--- src/hw/rtl/swsq_pkg.sv ---
// ----------------------------------------------------------------------------
// swsq_pkg
// Shared types and constants for the stack with scan queries.
// ----------------------------------------------------------------------------
package swsq_pkg;

	localparam int DEPTH   = 8;
	localparam int IDX_W   = (DEPTH > 1) ? $clog2(DEPTH) : 1;
	localparam int CNT_W   = $clog2(DEPTH + 1);
	localparam int WORD_W  = 32;
	localparam int SUM_W   = 35;
	localparam int FIDX_W  = 3;
	localparam int REQ_W   = 3;
	localparam int STAT_W  = 2;
	localparam int TDATA_W = 104;

	localparam logic [REQ_W-1:0] REQ_PUSH   = 3'd0;
	localparam logic [REQ_W-1:0] REQ_POP    = 3'd1;
	localparam logic [REQ_W-1:0] REQ_TOP    = 3'd2;
	localparam logic [REQ_W-1:0] REQ_SUM    = 3'd3;
	localparam logic [REQ_W-1:0] REQ_MAXMIN = 3'd4;
	localparam logic [REQ_W-1:0] REQ_SEARCH = 3'd5;

	localparam logic [STAT_W-1:0] STAT_OK  = 2'd0;
	localparam logic [STAT_W-1:0] STAT_OVF = 2'd1;
	localparam logic [STAT_W-1:0] STAT_UDF = 2'd2;

	// What goes into the output register when a request finishes
	typedef enum logic [2:0] {
		RES_ZERO,
		RES_OVF,
		RES_UDF,
		RES_WORD,
		RES_SCAN
	} res_sel_t;

	typedef struct packed {
		logic     load;
		logic     push;
		logic     pop;
		logic     rd_top;
		logic     scan_start;
		logic     scan_rd;
		logic     res_load;
		res_sel_t res_sel;
	} dp_cmd_t;

	typedef struct packed {
		logic empty;
		logic full;
		logic scan_last;
		logic out_free;
	} dp_stat_t;

endpackage

--- src/hw/rtl/swsq_ctrl.sv ---
// ----------------------------------------------------------------------------
// swsq_ctrl
// Request sequencer: decodes a request and steps the datapath through it.
// ----------------------------------------------------------------------------
module swsq_ctrl (
	input  logic                    clk,
	input  logic                    arst_n,
	input  logic                    in_valid,
	output logic                    in_ready,
	input  logic [swsq_pkg::REQ_W-1:0] req,
	input  swsq_pkg::dp_stat_t      st,
	output swsq_pkg::dp_cmd_t       cmd
);
	import swsq_pkg::*;

	typedef enum logic [1:0] {
		S_IDLE,
		S_SCAN,
		S_SCAN_END,
		S_FINISH
	} state_t;

	state_t   state_q;
	res_sel_t res_sel_q;

	assign in_ready = (state_q == S_IDLE);

	always_comb begin
		cmd         = '0;
		cmd.res_sel = res_sel_q;
		case (state_q)
			S_IDLE: begin
				if (in_valid) begin
					cmd.load = 1'b1;
					case (req)
						REQ_PUSH:   cmd.push = !st.full;
						REQ_POP: begin
							cmd.rd_top = !st.empty;
							cmd.pop    = !st.empty;
						end
						REQ_TOP:    cmd.rd_top = !st.empty;
						REQ_SUM,
						REQ_MAXMIN,
						REQ_SEARCH: cmd.scan_start = !st.empty;
						default:    cmd.load = 1'b1;
					endcase
				end
			end
			S_SCAN:   cmd.scan_rd = 1'b1;
			S_FINISH: cmd.res_load = st.out_free;
			default:  cmd.res_load = 1'b0;
		endcase
	end

	always_ff @(posedge clk or negedge arst_n) begin
		if (!arst_n) begin
			state_q   <= S_IDLE;
			res_sel_q <= RES_ZERO;
		end else begin
			case (state_q)
				S_IDLE: begin
					if (in_valid) begin
						case (req)
							REQ_PUSH: begin
								state_q   <= S_FINISH;
								res_sel_q <= st.full ? RES_OVF : RES_ZERO;
							end
							REQ_POP,
							REQ_TOP: begin
								state_q   <= S_FINISH;
								res_sel_q <= st.empty ? RES_UDF : RES_WORD;
							end
							REQ_SUM,
							REQ_MAXMIN,
							REQ_SEARCH: begin
								res_sel_q <= st.empty ? RES_UDF : RES_SCAN;
								state_q   <= st.empty ? S_FINISH : S_SCAN;
							end
							default: begin
								state_q   <= S_FINISH;
								res_sel_q <= RES_ZERO;
							end
						endcase
					end
				end
				S_SCAN: begin
					if (st.scan_last)
						state_q <= S_SCAN_END;
				end
				// last read word still lands in the accumulators here
				S_SCAN_END: state_q <= S_FINISH;
				S_FINISH: begin
					if (st.out_free)
						state_q <= S_IDLE;
				end
				default: state_q <= S_IDLE;
			endcase
		end
	end

endmodule

--- src/hw/rtl/swsq_dp.sv ---
// ----------------------------------------------------------------------------
// swsq_dp
// Stack memory, fill count, scan accumulators and the result register.
// ----------------------------------------------------------------------------
module swsq_dp (
	input  logic                        clk,
	input  logic                        arst_n,
	input  swsq_pkg::dp_cmd_t           cmd,
	output swsq_pkg::dp_stat_t          st,
	input  logic [swsq_pkg::REQ_W-1:0]  req,
	input  logic [swsq_pkg::WORD_W-1:0] value_in,
	output logic                        res_valid,
	input  logic                        res_ready,
	output logic [swsq_pkg::STAT_W-1:0] status,
	output logic signed [swsq_pkg::WORD_W-1:0] data_out,
	output logic signed [swsq_pkg::WORD_W-1:0] min_out,
	output logic signed [swsq_pkg::SUM_W-1:0]  sum_out,
	output logic                        found,
	output logic [swsq_pkg::FIDX_W-1:0] found_index
);
	import swsq_pkg::*;

	logic [WORD_W-1:0] mem [DEPTH];

	logic [CNT_W-1:0]  count_q;
	logic [CNT_W-1:0]  count_m1;
	logic [IDX_W-1:0]  scan_idx_q;
	logic [IDX_W-1:0]  rd_idx_q;
	logic [IDX_W-1:0]  rd_addr;
	logic [WORD_W-1:0] rd_data_q;
	logic              rdv_q;
	logic              first_q;
	logic [REQ_W-1:0]  op_q;
	logic [WORD_W-1:0] val_q;

	logic signed [SUM_W-1:0]  acc_q;
	logic signed [WORD_W-1:0] max_q;
	logic signed [WORD_W-1:0] min_q;
	logic                     hit_q;
	logic [IDX_W-1:0]         hit_idx_q;
	logic signed [WORD_W-1:0] rd_s;
	logic                     res_valid_q;

	logic [STAT_W-1:0]        res_status;
	logic signed [WORD_W-1:0] res_data;
	logic signed [WORD_W-1:0] res_min;
	logic signed [SUM_W-1:0]  res_sum;
	logic                     res_found;
	logic [FIDX_W-1:0]        res_fidx;

	assign count_m1 = count_q - CNT_W'(1);
	assign rd_addr  = cmd.rd_top ? count_m1[IDX_W-1:0] : scan_idx_q;
	assign rd_s     = $signed(rd_data_q);

	assign st.empty     = (count_q == '0);
	assign st.full      = (count_q == CNT_W'(DEPTH));
	assign st.scan_last = (CNT_W'(scan_idx_q) == count_m1);
	assign st.out_free  = !res_valid_q || res_ready;

	assign res_valid = res_valid_q;

	always_ff @(posedge clk) begin
		if (cmd.push)
			mem[count_q[IDX_W-1:0]] <= value_in;
		if (cmd.rd_top || cmd.scan_rd)
			rd_data_q <= mem[rd_addr];
	end

	always_ff @(posedge clk or negedge arst_n) begin
		if (!arst_n) begin
			count_q     <= '0;
			scan_idx_q  <= '0;
			rdv_q       <= 1'b0;
			first_q     <= 1'b0;
			res_valid_q <= 1'b0;
		end else begin
			if (cmd.push)
				count_q <= count_q + CNT_W'(1);
			else if (cmd.pop)
				count_q <= count_m1;
			if (cmd.scan_start)
				scan_idx_q <= '0;
			else if (cmd.scan_rd)
				scan_idx_q <= scan_idx_q + IDX_W'(1);
			rdv_q <= cmd.scan_rd;
			if (cmd.scan_start)
				first_q <= 1'b1;
			else if (rdv_q)
				first_q <= 1'b0;
			if (cmd.res_load)
				res_valid_q <= 1'b1;
			else if (res_ready)
				res_valid_q <= 1'b0;
		end
	end

	// scan accumulators, fed one stored word per cycle
	always_ff @(posedge clk) begin
		if (cmd.load) begin
			op_q  <= req;
			val_q <= value_in;
		end
		if (cmd.scan_rd)
			rd_idx_q <= scan_idx_q;
		if (cmd.scan_start) begin
			acc_q     <= '0;
			hit_q     <= 1'b0;
			hit_idx_q <= '0;
		end else if (rdv_q) begin
			acc_q <= acc_q + SUM_W'(rd_s);
			if (first_q || rd_s > max_q)
				max_q <= rd_s;
			if (first_q || rd_s < min_q)
				min_q <= rd_s;
			if (!hit_q && rd_data_q == val_q) begin
				hit_q     <= 1'b1;
				hit_idx_q <= rd_idx_q;
			end
		end
	end

	always_comb begin
		res_status = STAT_OK;
		res_data   = '0;
		res_min    = '0;
		res_sum    = '0;
		res_found  = 1'b0;
		res_fidx   = '0;
		case (cmd.res_sel)
			RES_OVF:  res_status = STAT_OVF;
			RES_UDF:  res_status = STAT_UDF;
			RES_WORD: res_data   = rd_s;
			RES_SCAN: begin
				case (op_q)
					REQ_SUM: res_sum = acc_q;
					REQ_MAXMIN: begin
						res_data = max_q;
						res_min  = min_q;
					end
					REQ_SEARCH: begin
						res_found = hit_q;
						res_fidx  = FIDX_W'(hit_idx_q);
					end
					default: res_status = STAT_OK;
				endcase
			end
			default: res_status = STAT_OK;
		endcase
	end

	always_ff @(posedge clk) begin
		if (cmd.res_load) begin
			status      <= res_status;
			data_out    <= res_data;
			min_out     <= res_min;
			sum_out     <= res_sum;
			found       <= res_found;
			found_index <= res_fidx;
		end
	end

endmodule

--- src/hw/rtl/stack_with_scan_queries_core.sv ---
// ----------------------------------------------------------------------------
// stack_with_scan_queries_core
// Fixed-depth stack of signed words with sum, max/min and search queries.
//
//  channel | dir | tdata                          | tuser
//  s_*     | in  | value_in                       | req_type
//  m_*     | out | data_out, min_out, sum_out,    | status
//          |     | found, found_index             |
//
// Push, pop, top, unused codes and any empty/full case: decode in idle, then
// load the result. Sum, max/min, search: one stored word read per cycle
// through the single memory read port, then the result is loaded.
// Reset empties the stack; memory contents are not cleared.
// A finished result sits in the output register; the next request is taken
// and worked on meanwhile, and waits only to load its own result.
// ----------------------------------------------------------------------------
module stack_with_scan_queries_core (
	input  logic                         clk,
	input  logic                         arst_n,
	input  logic                         s_tvalid,
	output logic                         s_tready,
	input  logic [swsq_pkg::TDATA_W-73:0] s_tdata,  // [31:0] value_in
	input  logic [swsq_pkg::REQ_W-1:0]   s_tuser,   // [2:0] req_type
	output logic                         m_tvalid,
	input  logic                         m_tready,
	// [31:0] data_out, [63:32] min_out, [98:64] sum_out, [99] found,
	// [102:100] found_index, [103] zero
	output logic [swsq_pkg::TDATA_W-1:0] m_tdata,
	output logic [swsq_pkg::STAT_W-1:0]  m_tuser    // [1:0] status
);
	import swsq_pkg::*;

	dp_cmd_t  cmd;
	dp_stat_t st;

	logic signed [WORD_W-1:0] data_out;
	logic signed [WORD_W-1:0] min_out;
	logic signed [SUM_W-1:0]  sum_out;
	logic                     found;
	logic [FIDX_W-1:0]        found_index;

	swsq_ctrl u_ctrl (
		.clk      (clk),
		.arst_n   (arst_n),
		.in_valid (s_tvalid),
		.in_ready (s_tready),
		.req      (s_tuser),
		.st       (st),
		.cmd      (cmd)
	);

	swsq_dp u_dp (
		.clk         (clk),
		.arst_n      (arst_n),
		.cmd         (cmd),
		.st          (st),
		.req         (s_tuser),
		.value_in    (s_tdata),
		.res_valid   (m_tvalid),
		.res_ready   (m_tready),
		.status      (m_tuser),
		.data_out    (data_out),
		.min_out     (min_out),
		.sum_out     (sum_out),
		.found       (found),
		.found_index (found_index)
	);

	assign m_tdata = {1'b0, found_index, found, sum_out, min_out, data_out};

	a_load_free: assert property (@(posedge clk) disable iff (!arst_n)
		cmd.res_load |-> st.out_free)
		else $error("result loaded over a pending transfer");

	a_push_fills: assert property (@(posedge clk) disable iff (!arst_n)
		(s_tvalid && s_tready && s_tuser == REQ_PUSH && !st.full) |=> !st.empty)
		else $error("stack empty after a push");

	a_scan_nonempty: assert property (@(posedge clk) disable iff (!arst_n)
		cmd.scan_rd |-> !st.empty)
		else $error("scan read on empty stack");

	a_busy_no_ready: assert property (@(posedge clk) disable iff (!arst_n)
		(cmd.scan_rd || cmd.res_load) |-> !s_tready)
		else $error("request taken while busy");

endmodule
--- config.mk ---
export PLATFORM = sky130hd
export DESIGN_NAME = stack_with_scan_queries_core
export DESIGN_NICKNAME = d
export VERILOG_FILES = /design/src/hw/rtl/swsq_pkg.sv /design/src/hw/rtl/swsq_ctrl.sv /design/src/hw/rtl/swsq_dp.sv /design/src/hw/rtl/stack_with_scan_queries_core.sv
export SDC_FILE = /design/constraint.sdc
export NUM_CORES = 1
export LEC_CHECK = 0
export ABC_AREA = 1
export BUFFER_PORTS_ARGS = -buffer_cell sky130_fd_sc_hd__buf_4
export CAP_MARGIN = 30
export CORE_MARGIN = 3
export CORE_UTILIZATION = 48
export DETAILED_ROUTE_END_ITERATION = 8
export GPL_TIMING_DRIVEN = 1
export HOLD_SLACK_MARGIN = 0.12
export PLACE_DENSITY_LB_ADDON = 0.12
export RECOVER_POWER = 25
export SYNTH_ARGS = -nofsm -noshare
export SYNTH_HDL_FRONTEND = slang
export SYNTH_HIERARCHICAL = 1
export SYNTH_SLANG_ARGS = --single-unit
--- constraint.sdc ---
create_clock -name clk -period 4.8 [get_ports clk]
set_input_delay 0.96 -clock clk [delete_from_list [all_inputs] [get_ports clk]]
set_output_delay 0.96 -clock clk [all_outputs]
set_load 0.02 [all_outputs]
# After elaboration in Yosys (flattened, before gate mapping)
# Memory sizes are Yosys's and may differ from the RTL's. A register that Yosys moved wholly into a read port is not among the register bits.
# Cells that the tools add are included.
# classes
order_cmp	2
n_bitwise	1
addsub	4
reduce_logical	26
muxes	32
n_eq_ne	21
# ops
cell	n
32-bit case mux with 2 select lines	1
35-bit by 32-bit adder with 35-bit output	1
32-bit == test	1
32-bit > comparator	1
32-bit < comparator	1
32-bit two-way mux	1
3-bit by 2-bit == test with 1-bit output, second input constant	5
3-bit == test, second input constant	5
1-bit two-way mux	14
3-bit two-way mux	4
2-bit two-way mux	5
5-bit two-way mux	2
2-bit AND reduction	5
3-bit case mux with 3 select lines	1
3-bit AND reduction	3
4-bit two-way mux	2
2-bit case mux with 4 select lines	1
2-bit nonzero test	4
3-bit by 1-bit == test with 1-bit output, second input constant	2
4-bit by 1-bit adder with 4-bit output, second input constant	1
2-bit == test, second input constant	2
3-bit by 4-bit == test with 1-bit output	1
4-bit == test, second input constant	1
1-bit zero test	4
14 further kinds	18
# word_totals
regBits	261
input_bits	39
n_memories	1
mem_bits_rw	256
# memory_table
memory	depth	width	rd	rd_clocked_by_memory_dff	write_ports	line	source
u_dp.mem	8	32	1	1	1	swsq_dp.sv:23	logic [WORD_W-1:0] mem [DEPTH];

# Depth between registers and ports, before layout
# depth
ltp_word	7
mapped_depth	17
mapped_depth_nobuf	15

# By module
# The synthesis kept the hierarchy.
# by_module_without_submodules
module	cells_each	area_per_inst_um2	instances	seq_area_each_um2
swsq_dp	2115	23794.1	1	15895.2
swsq_ctrl	61	434.2	1	125.1
stack_with_scan_queries_core	3	18.8	1	0.0

# Least setup slack after synthesis
# Ideal clock, no wire load.
# synth_path
path_type	input to register
startpoint	input port s_tvalid
endpoint	memory u_dp.mem[1][0], enable pin
slack_ns	0.502
cell_stages	4
arrival_time_ns	3.837
setup_ns	0.461
path_cell_list	nand2_2 -> nor4_2 -> nand2_1 -> nor3_1
# synth_lines
element	line	source
start, declared	stack_with_scan_queries_core.sv:20	input logic s_tvalid,
end, declared	swsq_dp.sv:23	

==> reports/summary.txt <==
CLOCKING
-------------------------------------------------------------------------------------
Post-CTS setup repair buffer count .....................................            0
CTS tree ...............................................................         done
Cts-stage hold buffer count ............................................            0
Clock Tree Buf Depth ...................................................            3
Clock-pin slew on the worst setup and hold paths .......................      0.06 ns
Total clock buffers created by CTS .....................................           54
Root cell of the clock tree ............................................ sky130_fd_sc_hd__clkbuf_16
Number of instances resized during post-cts repair .....................            0
Clk sinks ..............................................................          549
Clock network latency to the later pin of the worst-skew pair ..........      0.60 ns
H-tree levels ..........................................................            2

SYNTHESIS
-------------------------------------------------------------------------------------
Ys async rst share .....................................................        2.73%
Top area cells in the synthesized netlist .............................. sky130_fd_sc_hd__edfxtp_1, sky130_fd_sc_hd__nor2_1, sky130_fd_sc_hd__ha_1, sky130_fd_sc_hd__nand2_1, sky130_fd_sc_hd__inv_1
Sequential element share of the synthesized area .......................        66.1%
Synthesized net count ..................................................         2323
Synthesized flop and latch total .......................................          549
Dominant register cell in the synthesized netlist ...................... sky130_fd_sc_hd__edfxtp_1
Library cells used by synthesis ........................................           48
Cell type with the largest total area after synthesis .................. sky130_fd_sc_hd__edfxtp_1
Number of instances in the synthesized netlist .........................         2179
Synthesized area .......................................................   24200 um^2
Synthesized area per cell ..............................................    11.1 um^2
Synth warn .............................................................            6
Count of flip-flops with a built-in enable after synthesis .............          495
Top-area cell type share of the netlist area ...........................        61.3%

CELLS AND AREA
-------------------------------------------------------------------------------------
Most frequent standard cell in the layout excluding fill and tap cells . sky130_fd_sc_hd__edfxtp_1
Layout cell share with drive strength beyond 1 .........................        10.7%
Non-Filler Cell Area, Final ............................................   27700 um^2
Commonest cells after routing, fill and taps aside ..................... sky130_fd_sc_hd__edfxtp_1, sky130_fd_sc_hd__nor2_1, sky130_fd_sc_hd__nand2_1
Combined area of the multi-input logic cells ...........................    7110 um^2
Combined flip-flop and latch cell area .................................   16000 um^2
Area added between synthesis and finish ................................        14.4%
Post-layout nets .......................................................         2483
FILL cells .............................................................         4287
Share of the core filled with cells in the final layout ................        56.1%

TIMING
-------------------------------------------------------------------------------------
Setup repair after global routing missed its margin ....................           no
Number of pins with negative max-slew slack in the final report ........            0
Number of hold violations in the final report ..........................            0
Endpoints failing setup ................................................            0
PnR worst setup slack ..................................................      1.39 ns
Setup_tns ..............................................................         0 ns
Final min period .......................................................      3.41 ns
Highest clock rate .....................................................      293 MHz
Period Utilization, post-route .........................................        71.1%
Slew margin rel. .......................................................        32.3%
Worst-margin pin slew ..................................................      1.01 ns
Worst-case clock skew ..................................................    0.0247 ns

WORST SETUP PATH
-------------------------------------------------------------------------------------
FF-to-FF Start ......................................................... u_dp/count_q[1]
Data arrival at the endpoint of the critical path ......................      3.87 ns
Kind of critical path .................................................. register to register
Reg2reg end ............................................................ u_dp/rd_data_q[13]
Critical Path End Type .................................................     register
Kind of launch point of the worst setup path ...........................     register
Start point of the critical path ....................................... u_dp/count_q[1]
R2R Setup Slk ..........................................................      1.39 ns
CP Capture Point ....................................................... u_dp/rd_data_q[13]
Maximum fanout along the worst path ....................................           42
Data required time of the worst path ...................................      5.25 ns
Worst reg-to-reg path cell count .......................................           16

FLOORPLAN
-------------------------------------------------------------------------------------
Height of the die ......................................................       231 um
Initial Utilization ....................................................        49.0%
Die Area ...............................................................   53200 um^2
Placeable core region ..................................................   49500 um^2
Number of rows in the core area ........................................           81
Die width ..............................................................       231 um
Num ports ..............................................................          147

DETAILED ROUTING
-------------------------------------------------------------------------------------
Drt initial violations .................................................         1239
Vias/cell ..............................................................         5.36
DRC ....................................................................            0
Pre-Repair DR Iteration Count ..........................................            5
Antenna viol nets, final ...............................................            0
Total wire length ......................................................      59.5 mm
Avg WL per Cell ........................................................      19.5 um
Vias ...................................................................        16400

PLACEMENT
-------------------------------------------------------------------------------------
Detailed Place HPWL ....................................................      39.7 mm
Routability congestion estimate from global placement ..................        0.903
Instance area after placement ..........................................   26100 um^2
Place WS ...............................................................      1.22 ns
Input/output buffers ...................................................          145

RUN STATUS
-------------------------------------------------------------------------------------
Run status ............................................................. finished, final reports clean

JOB
-------------------------------------------------------------------------------------
Max cap viols ..........................................................            0

GLOBAL ROUTING
-------------------------------------------------------------------------------------
Overall track demand over capacity in global routing ...................        22.2%
Number of global-route vias before repair ..............................        16200
Largest net degree at the start of global routing ......................           81
Antenna violations before repair .......................................            3
Global route overflow ..................................................            0
Global-route wire length before repair .................................      91.7 mm

WORST HOLD PATH
-------------------------------------------------------------------------------------
Class of the tightest hold or removal check ............................ register to register

POWER AND IR DROP
-------------------------------------------------------------------------------------
Power density cells ....................................................  682 nW/um^2
Largest vdd supply drop ................................................   0.000455 V
Static Leakage .........................................................      10.7 nW

[final cells by class]
class	instances	area share (%)
diodes	3	0.0271
inverters	225	3.06
clock buffers	81	5.61
multi-input cells	1337	25.6
flip-flops and latches	549	57.8
clock inverters	18	0.568
repair buffers	172	4.33
well taps	664	3.00
[cells by family (layout without fill, tap and decap cells)]
kind of cell / Yosys count / after routing / synth area share [%]
and+or+nand+nor: 778 / 778 / 13.0
DFF: 549 / 549 / 66.1
AOI/OAI and AO/OA: 431 / 431 / 9.75
buffers and inverters: 293 / 496 / 4.85
adders and majority gates: 105 / 105 / 5.45
xor gates and xnor gates: 22 / 22 / 0.826
other: 1 / 4 / 0.0155
[Yosys cell counts, types with 22 or more instances]
cell	instances
sky130_fd_sc_hd__a21oi_1	94
sky130_fd_sc_hd__a31oi_1	32
sky130_fd_sc_hd__buf_2	32
sky130_fd_sc_hd__clkbuf_1	28
sky130_fd_sc_hd__dfxtp_1	39
sky130_fd_sc_hd__edfxtp_1	495
sky130_fd_sc_hd__ha_1	104
sky130_fd_sc_hd__inv_1	216
sky130_fd_sc_hd__nand2_1	266
sky130_fd_sc_hd__nand3_1	43
sky130_fd_sc_hd__nor2_1	395
sky130_fd_sc_hd__nor3_1	22
sky130_fd_sc_hd__o21ai_0	157
sky130_fd_sc_hd__o21ai_1	50
sky130_fd_sc_hd__o22ai_1	70
[metrics by stage]
stage | hold WS, ns | instances | power (mW)
2_1_floorplan | 0.448 | 2179 | 12.4
3_3_place_gp | 0.465 | 2946 | 14.7
3_5_place_dp | 0.464 | 2947 | 14.9
4_1_cts | 0.200 | 3046 | 19.0
5_1_grt | 0.504 | 3047 | 20.3
6_report | 0.473 | 3049 | 18.9
[layer usage]
metal | wire [um] | GRT usage (%)
met1 | 26100 | 29.9
met2 | 28700 | 37.2
met3 | 3140 | 3.31
met4 | 1500 | 7.52
met5 | 17 | 0
[sequential cells by signal, summed over array words and instances (netlist names), 2 cells and up]
signal	flops
u_ctrl/res_sel_q	3
u_ctrl/state_q	2
u_dp/acc_q	35
u_dp/count_q	4
u_dp/data_out	32
u_dp/found_index	3
u_dp/hit_idx_q	3
u_dp/max_q	32
u_dp/mem	256
u_dp/min_out	32
u_dp/min_q	32
u_dp/op_q	3
u_dp/rd_data_q	32
u_dp/rd_idx_q	3
u_dp/scan_idx_q	3
u_dp/status	2
u_dp/sum_out	35
u_dp/val_q	32
[how the worst min path moves through the flow]
stage / cells after the start / to / startpoint
floorplan: 2 / u_dp/acc_q[21] / u_dp/acc_q[21]
global placement: 2 / u_dp/acc_q[33] / u_dp/acc_q[33]
detailed placement: 2 / u_dp/acc_q[33] / u_dp/acc_q[33]
CTS: 1 / u_dp/res_valid / arst_n
global route: 2 / u_dp/acc_q[26] / u_dp/acc_q[26]
finish: 2 / u_dp/acc_q[33] / u_dp/acc_q[33]
[power by group]
part           switching (mW)  leakage, nW  internal, mW
clock network            1.74        0.826          2.34
logic                    5.03         4.82          2.49
registers               0.811         5.05          6.50
total                    7.58         10.7          11.3
[worst max-delay path, stage by stage (launching register included)]
cell	delay, ns
sky130_fd_sc_hd__dfrtp_1	0.41
sky130_fd_sc_hd__inv_1	0.12
sky130_fd_sc_hd__ha_1	0.24
sky130_fd_sc_hd__nand2_1	0.10
sky130_fd_sc_hd__nor2_1	0.08
sky130_fd_sc_hd__inv_1	0.08
sky130_fd_sc_hd__nand4_2	0.11
sky130_fd_sc_hd__nor2_1	0.36
sky130_fd_sc_hd__inv_2	0.13
sky130_fd_sc_hd__nand2_1	0.12
sky130_fd_sc_hd__nand2_4	0.06
sky130_fd_sc_hd__inv_2	0.52
sky130_fd_sc_hd__buf_4	0.42
sky130_fd_sc_hd__o21ai_0	0.12
sky130_fd_sc_hd__o22ai_1	0.16
sky130_fd_sc_hd__nor2_1	0.05
sky130_fd_sc_hd__a31oi_1	0.16
No activity file was read; power rests on OpenSTA's default activity.
